--- src/sv/fcsg_pkg.sv ---
// ---------------------------------------------------------------------------
// fcsg_pkg
// Shared types and codes for the filled circle span generator.
// ---------------------------------------------------------------------------
package fcsg_pkg;

    localparam logic KIND_LOAD = 1'b0;
    localparam logic KIND_STEP = 1'b1;

    localparam int SPAN_CNT_BITS = 2;

    typedef enum logic [SPAN_CNT_BITS-1:0] {
        SPAN_TOP_ROW    = 2'd0,
        SPAN_BOTTOM_ROW = 2'd1,
        SPAN_UPPER_MID  = 2'd2,
        SPAN_LOWER_MID  = 2'd3
    } span_sel_t;

    typedef struct packed {
        logic start;
        logic done;
    } step_ctl_t;

endpackage

--- src/sv/fcsg_octant.sv ---
// ---------------------------------------------------------------------------
// fcsg_octant
// Octant point, decision state; advances once per accepted step when active.
// ---------------------------------------------------------------------------
module fcsg_octant #(
    parameter int COORD_BITS  = 11,
    parameter int RADIUS_BITS = 10
) (
    input  logic                          clk,
    input  logic                          rst_n,
    input  logic                          accept,
    input  logic                          kind,
    input  logic [COORD_BITS-1:0]         center_x,
    input  logic [COORD_BITS-1:0]         center_y,
    input  logic [RADIUS_BITS-1:0]        radius,
    output logic [COORD_BITS-1:0]         cx,
    output logic [COORD_BITS-1:0]         cy,
    output logic signed [RADIUS_BITS:0]   px,
    output logic signed [RADIUS_BITS:0]   py,
    output fcsg_pkg::step_ctl_t           ctl
);
    import fcsg_pkg::*;

    localparam int PT_BITS  = RADIUS_BITS + 1;
    localparam int DEC_BITS = RADIUS_BITS + 4;

    logic [COORD_BITS-1:0]      cx_reg;
    logic [COORD_BITS-1:0]      cy_reg;
    logic signed [PT_BITS-1:0]  x_reg, x_next;
    logic signed [PT_BITS-1:0]  y_reg, y_next;
    logic signed [DEC_BITS-1:0] d_reg, d_next;
    logic                       active_reg;

    logic signed [DEC_BITS-1:0] x_ext, y_ext, r_ext;
    logic                       start;
    logic                       done;
    logic                       load;

    assign x_ext = {{(DEC_BITS-PT_BITS){x_reg[PT_BITS-1]}}, x_reg};
    assign y_ext = {{(DEC_BITS-PT_BITS){y_reg[PT_BITS-1]}}, y_reg};
    assign r_ext = {{(DEC_BITS-RADIUS_BITS){1'b0}}, radius};

    assign load  = accept && (kind == KIND_LOAD);
    assign start = accept && (kind == KIND_STEP) && active_reg;

    always_comb
    begin
        if (d_reg[DEC_BITS-1])
        begin
            d_next = d_reg + (x_ext <<< 2) + DEC_BITS'(6);
            y_next = y_reg;
        end
        else
        begin
            d_next = d_reg + ((x_ext - y_ext) <<< 2) + DEC_BITS'(10);
            y_next = y_reg - PT_BITS'(1);
        end
        x_next = x_reg + PT_BITS'(1);
        done   = (y_next < x_next);
    end

    always_ff @(posedge clk or negedge rst_n)
    begin
        if (!rst_n)
        begin
            cx_reg     <= '0;
            cy_reg     <= '0;
            x_reg      <= '0;
            y_reg      <= '0;
            d_reg      <= '0;
            active_reg <= 1'b0;
        end
        else if (load)
        begin
            cx_reg     <= center_x;
            cy_reg     <= center_y;
            x_reg      <= '0;
            y_reg      <= {1'b0, radius};
            d_reg      <= DEC_BITS'(3) - (r_ext <<< 1);
            active_reg <= 1'b1;
        end
        else if (start)
        begin
            x_reg <= x_next;
            y_reg <= y_next;
            d_reg <= d_next;
            if (done)
            begin
                active_reg <= 1'b0;
            end
        end
    end

    assign cx        = cx_reg;
    assign cy        = cy_reg;
    assign px        = x_reg;
    assign py        = y_reg;
    assign ctl.start = start;
    assign ctl.done  = done;

endmodule

--- src/sv/fcsg_emit.sv ---
// ---------------------------------------------------------------------------
// fcsg_emit
// Holds one octant point and sends its four spans, one beat at a time.
// ---------------------------------------------------------------------------
module fcsg_emit #(
    parameter int COORD_BITS  = 11,
    parameter int RADIUS_BITS = 10
) (
    input  logic                          clk,
    input  logic                          rst_n,
    input  fcsg_pkg::step_ctl_t           ctl,
    input  logic [COORD_BITS-1:0]         cx,
    input  logic [COORD_BITS-1:0]         cy,
    input  logic signed [RADIUS_BITS:0]   px,
    input  logic signed [RADIUS_BITS:0]   py,
    output logic                          free,
    output logic                          span_valid,
    input  logic                          span_stall,
    output logic signed [COORD_BITS+1:0]  span_row,
    output logic signed [COORD_BITS+1:0]  span_left,
    output logic signed [COORD_BITS+1:0]  span_right,
    output logic                          last_of_step,
    output logic                          circle_done
);
    import fcsg_pkg::*;

    localparam int PT_BITS  = RADIUS_BITS + 1;
    localparam int OUT_BITS = COORD_BITS + 2;
    localparam int W = ((OUT_BITS > PT_BITS) ? OUT_BITS : PT_BITS) + 1;

    logic [COORD_BITS-1:0]     cx_reg;
    logic [COORD_BITS-1:0]     cy_reg;
    logic signed [PT_BITS-1:0] x_reg;
    logic signed [PT_BITS-1:0] y_reg;
    logic                      done_reg;
    logic                      busy_reg;
    span_sel_t                 sel_reg;

    logic signed [W-1:0] cxw, cyw, xw, yw;
    logic signed [W-1:0] row_w, left_w, right_w;
    logic                beat;

    assign beat = busy_reg && !span_stall;
    assign free = !busy_reg || (beat && (sel_reg == SPAN_LOWER_MID));

    always_ff @(posedge clk or negedge rst_n)
    begin
        if (!rst_n)
        begin
            busy_reg <= 1'b0;
            sel_reg  <= SPAN_TOP_ROW;
        end
        else if (ctl.start)
        begin
            busy_reg <= 1'b1;
            sel_reg  <= SPAN_TOP_ROW;
        end
        else if (beat)
        begin
            if (sel_reg == SPAN_LOWER_MID)
            begin
                busy_reg <= 1'b0;
            end
            else
            begin
                sel_reg <= span_sel_t'(sel_reg + SPAN_CNT_BITS'(1));
            end
        end
    end

    always_ff @(posedge clk)
    begin
        if (ctl.start)
        begin
            cx_reg   <= cx;
            cy_reg   <= cy;
            x_reg    <= px;
            y_reg    <= py;
            done_reg <= ctl.done;
        end
    end

    assign cxw = $signed({{(W-COORD_BITS){1'b0}}, cx_reg});
    assign cyw = $signed({{(W-COORD_BITS){1'b0}}, cy_reg});
    assign xw  = {{(W-PT_BITS){x_reg[PT_BITS-1]}}, x_reg};
    assign yw  = {{(W-PT_BITS){y_reg[PT_BITS-1]}}, y_reg};

    always_comb
    begin
        case (sel_reg)
            SPAN_TOP_ROW:
            begin
                row_w   = cyw - yw;
                left_w  = cxw - xw;
                right_w = cxw + xw;
            end
            SPAN_BOTTOM_ROW:
            begin
                row_w   = cyw + yw;
                left_w  = cxw - xw;
                right_w = cxw + xw;
            end
            SPAN_UPPER_MID:
            begin
                row_w   = cyw - xw;
                left_w  = cxw - yw;
                right_w = cxw + yw;
            end
            SPAN_LOWER_MID:
            begin
                row_w   = cyw + xw;
                left_w  = cxw - yw;
                right_w = cxw + yw;
            end
            default:
            begin
                row_w   = '0;
                left_w  = '0;
                right_w = '0;
            end
        endcase
    end

    assign span_valid   = busy_reg;
    assign span_row     = row_w[OUT_BITS-1:0];
    assign span_left    = left_w[OUT_BITS-1:0];
    assign span_right   = right_w[OUT_BITS-1:0];
    assign last_of_step = (sel_reg == SPAN_LOWER_MID);
    assign circle_done  = (sel_reg == SPAN_LOWER_MID) && done_reg;

endmodule

--- src/sv/filled_circle_span_generator_top.sv ---
// ---------------------------------------------------------------------------
// filled_circle_span_generator_top
// Midpoint filled circle rasterizer: a load beat sets center and radius, each
// step beat of an active circle yields the four horizontal spans of one point.
//
//   channel | valid      | stall      | payload
//   item    | item_valid | item_stall | kind, center_x, center_y, radius
//   span    | span_valid | span_stall | span_row, span_left, span_right,
//           |            |            | last_of_step, circle_done
//
// a step beat is followed by its four span beats on one output port
// a load beat or a step while idle gives no span
// the first span shows the cycle after the step beat is taken
// item_stall is high while spans are pending, low in the cycle the last goes
// reset clears the circle state to idle and drops any pending spans
// ---------------------------------------------------------------------------
module filled_circle_span_generator_top #(
    parameter int COORD_BITS  = 11,
    parameter int RADIUS_BITS = 10
) (
    input  logic                          clk,
    input  logic                          rst_n,
    input  logic                          item_valid,
    output logic                          item_stall,
    input  logic                          kind,
    input  logic [COORD_BITS-1:0]         center_x,
    input  logic [COORD_BITS-1:0]         center_y,
    input  logic [RADIUS_BITS-1:0]        radius,
    output logic                          span_valid,
    input  logic                          span_stall,
    output logic signed [COORD_BITS+1:0]  span_row,
    output logic signed [COORD_BITS+1:0]  span_left,
    output logic signed [COORD_BITS+1:0]  span_right,
    output logic                          last_of_step,
    output logic                          circle_done
);
    import fcsg_pkg::*;

    logic                        accept;
    logic                        free;
    logic [COORD_BITS-1:0]       cx, cy;
    logic signed [RADIUS_BITS:0] px, py;
    step_ctl_t                   ctl;

    assign item_stall = !free;
    assign accept     = item_valid && free;

    fcsg_octant #(
        .COORD_BITS  (COORD_BITS),
        .RADIUS_BITS (RADIUS_BITS)
    ) u_octant (
        .clk      (clk),
        .rst_n    (rst_n),
        .accept   (accept),
        .kind     (kind),
        .center_x (center_x),
        .center_y (center_y),
        .radius   (radius),
        .cx       (cx),
        .cy       (cy),
        .px       (px),
        .py       (py),
        .ctl      (ctl)
    );

    fcsg_emit #(
        .COORD_BITS  (COORD_BITS),
        .RADIUS_BITS (RADIUS_BITS)
    ) u_emit (
        .clk          (clk),
        .rst_n        (rst_n),
        .ctl          (ctl),
        .cx           (cx),
        .cy           (cy),
        .px           (px),
        .py           (py),
        .free         (free),
        .span_valid   (span_valid),
        .span_stall   (span_stall),
        .span_row     (span_row),
        .span_left    (span_left),
        .span_right   (span_right),
        .last_of_step (last_of_step),
        .circle_done  (circle_done)
    );

endmodule

--- config.mk ---
export PLATFORM = sky130hd
export DESIGN_NAME = filled_circle_span_generator_top
export DESIGN_NICKNAME = d
export VERILOG_FILES = /design/src/sv/fcsg_pkg.sv /design/src/sv/fcsg_octant.sv /design/src/sv/fcsg_emit.sv /design/src/sv/filled_circle_span_generator_top.sv
export SDC_FILE = /design/constraint.sdc
export NUM_CORES = 1
export LEC_CHECK = 0
export ABC_CLOCK_PERIOD_IN_PS = 6940
export BUFFER_PORTS_ARGS = -buffer_cell sky130_fd_sc_hd__buf_2
export CAP_MARGIN = 15
export CORE_MARGIN = 5
export CORE_UTILIZATION = 65
export DETAILED_ROUTE_END_ITERATION = 6
export MAX_ROUTING_LAYER = met4
export PLACE_DENSITY = 0.83
export SLEW_MARGIN = 10
export SYNTH_ARGS = -nofsm -noshare
export SYNTH_HDL_FRONTEND = slang
export SYNTH_HIERARCHICAL = 1
export SYNTH_SLANG_ARGS = --single-unit
--- constraint.sdc ---
create_clock -name clk -period 6.94 [get_ports clk]
set_input_delay 1.388 -clock clk [delete_from_list [all_inputs] [get_ports clk]]
set_output_delay 1.388 -clock clk [all_outputs]
set_load 0.01 [all_outputs]
==> flow_summary.ini, run 1 <==
[run_status]
status = finished clean

[clock_tree]
cts_made_buffers = 9
path_clk_slew_ps = 70
cts_buffer_depth = 2
tritoncts = done
htreeDepth = 3
cts_hold_buffers = 0
cts_setup_buffers = 0
cts.sinks = 106
cts_root_buf = clkbuf_16
postCtsResizedCells = 0
clk_latency_ps = 360

[logic_synthesis]
synth_edf_count = 45
synth.largest_area_cell = dfrtp_1
synth_cell_types = 90
yosys_most_used_dff = dfrtp_1
synth_top_area_share_pct = 16.7
syn-instance-count = 1026
syn-cell-area_mm2 = 0.00912
synth_warnings = 6
async_reset_ff_share_pct = 57.5
ys_ff_latch = 106
synthTopCellsByArea = dfrtp_1 17%, ha_1 15%, edfxtp_1 15%, nand2_1 5.6%, xnor2_1 5.2%
ys_seq_area_share_pct = 31.5
syn-num-nets = 1179
synth.avg_cell_area_um2 = 8.89

[setup_path]
required_ps = 5550
path_class = flop to output port
end_kind = output port
worst_setup_path_start_kind = flop
critPathArrivalTime_ps = 4230
critPathLaunch = u_emit/sel_reg[0]$_DFFE_PN0P_
r2r-start = u_octant/px[0]$_DFFE_PN0P_
cp_max_fo = 23

[final_layout]
regArea_mm2 = 0.00288
stdcell_area_mm2 = 0.00990
nFillCells = 1073
diodes = 0
nets = 1240
final_util_pct = 71.6
multiInputGateArea_mm2 = 0.00576
final_common_cell = nand2_1
drive_above_1_share_pct = 12.5
largest_register_ffs = 13
final_cell_mix = 135 x nand2_1, 110 x ha_1, 79 x buf_2
syn_to_final_growth_pct = 8.50

[pwr]
p_clk_share_pct = 10.5
p_switching_mw = 2.25
p_int_mw = 2.51
pwr_density_cell_mw_per_mm2 = 481
ir_drop_v = 0.000511
p_leak_nw = 4.54
p_comb_share_pct = 67.5
p_seq_share_pct = 22.0
netSwitchingFraction_pct = 47.3

[grt]
antenna_found_initial = 0
gr-total-overflow = 0
grt_pass1_vias = 7585
grtUsageTotal_pct = 28.5
grt_pass1_wl_mm = 37.0
grt_max_degree = 62

[timing]
setup_viol = 0
setup_ws_ps = 1320
worstMarginPinSlew_ps = 1110
hold_viol_final = 0
final.period_utilization_pct = 81.0
fmax_mhz = 178
tns_ps = 0
fin_hold_ws_ps = 448
report.final.slew_viol_count = 0
rsz0062_at_grt = no
fin_crit_ps = 5620
fin_skew_ps = 11.0
slew_headroom_pct = 25.7

[floorplan]
core-area_mm2 = 0.0138
num_rows = 43
dieWidth_um = 128
start_util_pct = 66.0
die_area_mm2 = 0.0165
num_io_pins = 80
chipHeight_um = 128

[place]
globalplace.congestion = 0.916
place_hpwl_mm = 17.1
post_dp_cell_area_mm2 = 0.00961
detailedPlace.worstSlack_ps = 1740
portBuffers = 79

[flow_run]
maxCapViolations = 0

[drt]
drtIter0Drc = 638
ant_nets = 0
routed_wirelength_mm = 22.4
first_pass_iters = 7
route.detailed.drc = 0
routed-via-count = 7857
wl_per_cell_um = 17.6
via_per_inst = 6.18

[worst_hold_path]
worstHoldPathType = flop to flop
hp-start = u_octant/cx[3]$_DFFE_PN0P_
-- worst paths after layout --
path	endpoint	slack [ps]	cells past startpoint
worst min-delay path	u_emit/cx_reg[3]$_DFFE_PP_	450	0
worst max-delay path	span_row[11]	1320	12
worst max register to register	u_octant/d_reg[13]$_DFFE_PN0P_	2590	18
min in group asynchronous	u_octant/cx[8]$_DFFE_PN0P_	1230	2
worst min register to register	u_emit/cx_reg[3]$_DFFE_PP_	450	0
max in group asynchronous	u_octant/py[3]$_DFFE_PN0P_	5130	2
-- critical path, stage by stage (launching register included) --
cell and delay [ps]:
dfrtp_1 430, inv_1 100, ha_1 620, clkinv_1 460, o31a_1 370, o21ai_0 110, ha_1 310, nor2b_1 150
a311o_1 400, a221o_1 410, o31ai_2 220, xnor2_1 140, buf_2 140
-- cell type report --
class                           count  area share [%]
Clock buffer                       10            2.41
Clock inverter                      6           0.506
Inverter                           78            2.96
Multi-Input combinational cell    805            58.2
Sequential cell                   106            29.1
Tap cell                          180            2.28
Timing Repair Buffer               87            4.60
-- power by group through the flow --
stage	sequential [mW]	combinational (mW)	clock [mW]
2_1_floorplan	0.993	2.42	0
6_report	1.05	3.22	0.500
5_1_grt	1.07	3.59	0.536
3_3_place_gp	1.05	3.14	0
4_1_cts	1.04	3.21	0.508
3_5_place_dp	1.06	3.20	0
-- per-layer routing --
metal  wire [µm]  track usage [%]  part of all wire, %  up-vias
met5           0                -                    0        -
met4         397             8.30                  1.8        0
met3        1220             3.40                  5.4       37
met2       11300             49.5                   50      265
met1        9480             35.0                   42     3726
li1            -                -                    -     3829
-- through the flow --
step | cells | power (mW)
after floorplan | 1026 | 3.42
after global placement | 1256 | 4.19
after detailed placement | 1256 | 4.26
after CTS | 1272 | 4.77
after global routing | 1272 | 5.19
final | 1272 | 4.76
-- logic make-up after synthesis --
| group | count (synthesis) | synth area share (%) |
|---|---|---|
| simple gates | 319 | 17.1 |
| compound gates | 279 | 20.5 |
| fa+ha+maj | 116 | 16.4 |
| buf+inv | 115 | 5.36 |
| flops | 106 | 31.5 |
| xor+xnor | 77 | 7.39 |
| mux | 14 | 1.67 |
-- synth_stat cells (all sizes together), types with 6 or more instances --
library cell and n:
a211oi 16, a21o 19, a21oi 65, a22oi 8
a31oi 8, and2 6, and3 9, buf 17
clkbuf 20, dfrtp 61, edfxtp 45, fa 6
ha 110, inv 76, mux2 10, nand2 135
nand2b 11, nand3 14, nand4 12, nor2 51
nor2b 13, nor3 30, nor4 6, o211ai 9
o21a 7, o21ai 68, o21bai 9, o22ai 6
o31a 7, o31ai 14, or3 10, xnor2 54
xor2 23
Note: power is estimated with default switching activity, not from simulation.
==> run 2, diff against run 1 <==
Settings changed: ABC_CLOCK_PERIOD_IN_PS 6940 to 5000, CORE_UTILIZATION 65 to 56, PLACE_DENSITY 0.83 to 0.76.
Clock period 6.94 ns to 5 ns, I/O delays scaled along.
==> run 2 against run 1 <==
Against the previous run:
- non-clock buffer count is 9 higher
- sequential share of layout area is 0.55 points lower
- final area is 1.9% higher
==> flow_summary.ini, run 2 (synthesized netlist as in run 1, its figures left out) <==
[drt]
wl_per_cell_um = 17.9
ant_nets = 0
routed-via-count = 7906
first_pass_iters = 6
drtIter0Drc = 678
via_per_inst = 6.00
route.detailed.drc = 0
routed_wirelength_mm = 23.6

[clock_tree]
htreeDepth = 3
path_clk_slew_ps = 80
cts_buffer_depth = 2
clk_latency_ps = 360
tritoncts = done
cts.sinks = 106
cts_hold_buffers = 0
cts_made_buffers = 9
cts_root_buf = clkbuf_16

[final_layout]
diodes = 0
final_common_cell = nand2_1
stdcell_area_mm2 = 0.0101
nets = 1249
syn_to_final_growth_pct = 10.6
nFillCells = 1392
final_cell_mix = 135 x nand2_1, 105 x ha_1, 79 x buf_2
largest_register_ffs = 13
drive_above_1_share_pct = 14.4

[floorplan]
num_rows = 46
core-area_mm2 = 0.0159
start_util_pct = 57.2
dieWidth_um = 138
die_area_mm2 = 0.0189
num_io_pins = 80
chipHeight_um = 138

[setup_path]
crit_path_cell_trace = inv_1 > ha_2 > clkinvlp_4 > o31ai_1 > a21oi_1 > o211ai_1 > ha_1 > nor2b_1 > a311o_1 > a221o_1 > o31ai_2 > xnor2_1 > buf_2
end_kind = output port
worst_setup_path_start_kind = flop
critPathArrivalTime_ps = 3790
slowest_stage = dfrtp_1
required_ps = 4000
path_class = flop to output port
max_stage_delay_ps = 430
cp_max_fo = 8

[worst_hold_path]
worstHoldPathType = flop to flop

[timing]
hold_viol_final = 0
tns_ps = 0
slew_headroom_pct = 35.6
fmax_mhz = 209
worstMarginPinSlew_ps = 959
fin_crit_ps = 4790
setup_viol = 0
report.final.slew_viol_count = 0
fin_skew_ps = 6.55
rsz0062_at_grt = no
final.period_utilization_pct = 95.8

[pwr]
p_switching_mw = 3.24
netSwitchingFraction_pct = 47.8
p_comb_share_pct = 67.8
pwr_density_cell_mw_per_mm2 = 671
p_leak_nw = 4.59
p_int_mw = 3.53
p_clk_share_pct = 10.5
p_seq_share_pct = 21.7
ir_drop_v = 0.000505

[flow_run]
maxCapViolations = 0

[grt]
grt_pass1_wl_mm = 38.4
gr-total-overflow = 0
antenna_found_initial = 0
grt_max_degree = 36
grt_pass1_vias = 7401
grtUsageTotal_pct = 26.3

[place]
globalplace.congestion = 1.01
place_hpwl_mm = 18.3
post_dp_cell_area_mm2 = 0.00970
portBuffers = 79

[run_status]
status = finished clean
[run 2: cell count changes in the layout (fill, tap and decap cells not counted), sizes merged]
cell,delta
buf,+9
clkinv,-3
inv,+2
clkinvlp,+1
[run 2: critical path, delay by kind of cell (launching register included)]
family	cells	cell delay [ps]
XOR/XNOR	1	160
adder cells (fa/ha/maj)	2	590
flip-flops	1	430
AND/OR/NAND/NOR	1	140
buffers and inverters	3	480
AO/OA/AOI/OAI	6	1620
[run 2: area by class of cell]
class                      count  area (µm²)  share of cell area (%)
tap                          216         270                    2.68
inverter                      78         300                    2.98
clock inverter                 6        55.1                   0.546
timing repair buffer          96         536                    5.31
clock buffer                  10         229                    2.27
multi-input combinational    805        5820                    57.7
sequential                   106        2880                    28.5
[run 2: path summary, 6_finish.rpt]
path	slack (ps)	endpoint	cells after the start	start
worst max-delay path	210	span_row[11]	13	u_emit/sel_reg[0]$_DFFE_PN0P_
worst min-delay path	450	u_emit/cy_reg[6]$_DFFE_PP_	0	u_octant/cy[6]$_DFFE_PN0P_
worst max register to register	750	u_octant/d_reg[13]$_DFFE_PN0P_	18	u_octant/px[0]$_DFFE_PN0P_
worst min register to register	450	u_emit/cy_reg[6]$_DFFE_PP_	0	u_octant/cy[6]$_DFFE_PN0P_
max in group asynchronous	3320	u_emit/span_valid$_DFFE_PN0P_	2	rst_n
min in group asynchronous	730	u_octant/cx[0]$_DFFE_PN0P_	1	rst_n
[run 2: timing repair]
| item | CTS | global route |
|---|---|---|
| setup endpoints to repair | 0 | 9 |
| buffers inserted | 0 | 4 |
| resized for setup | 0 | 20 |
[run 2: per-stage QoR]
stage | hold WS (ps) | utilization [%] | cells | setup WS, ps | power, mW
floorplan | 425 | - | 1026 | 569 | 4.74
detailed placement | 433 | 60.9 | 1297 | 516 | 5.97
global placement | 429 | 60.9 | 1297 | 585 | 5.89
CTS | 448 | 62.7 | 1313 | 92.4 | 6.70
finish | 447 | 63.3 | 1317 | 209 | 6.77
global route | 455 | 63.3 | 1317 | 13.9 | 7.38
[run 2: per-layer routing]
metal / part of all wire, % / GRT usage [%] / up-vias
met4: 1.2 / 6.04 / 0
met3: 6.6 / 3.43 / 21
met1: 47 / 38.3 / 3744
met5: 0 / - / -
li1: - / - / 3857
met2: 45 / 39.4 / 284
[run 2: power groups by stage]
stage	Sequential (mW)	Clock, mW	Combinational [mW]
after floorplan	1.38	0	3.37
after global placement	1.47	0	4.42
after detailed placement	1.48	0	4.49
after CTS	1.46	0.722	4.51
after global routing	1.50	0.762	5.12
final	1.47	0.709	4.59
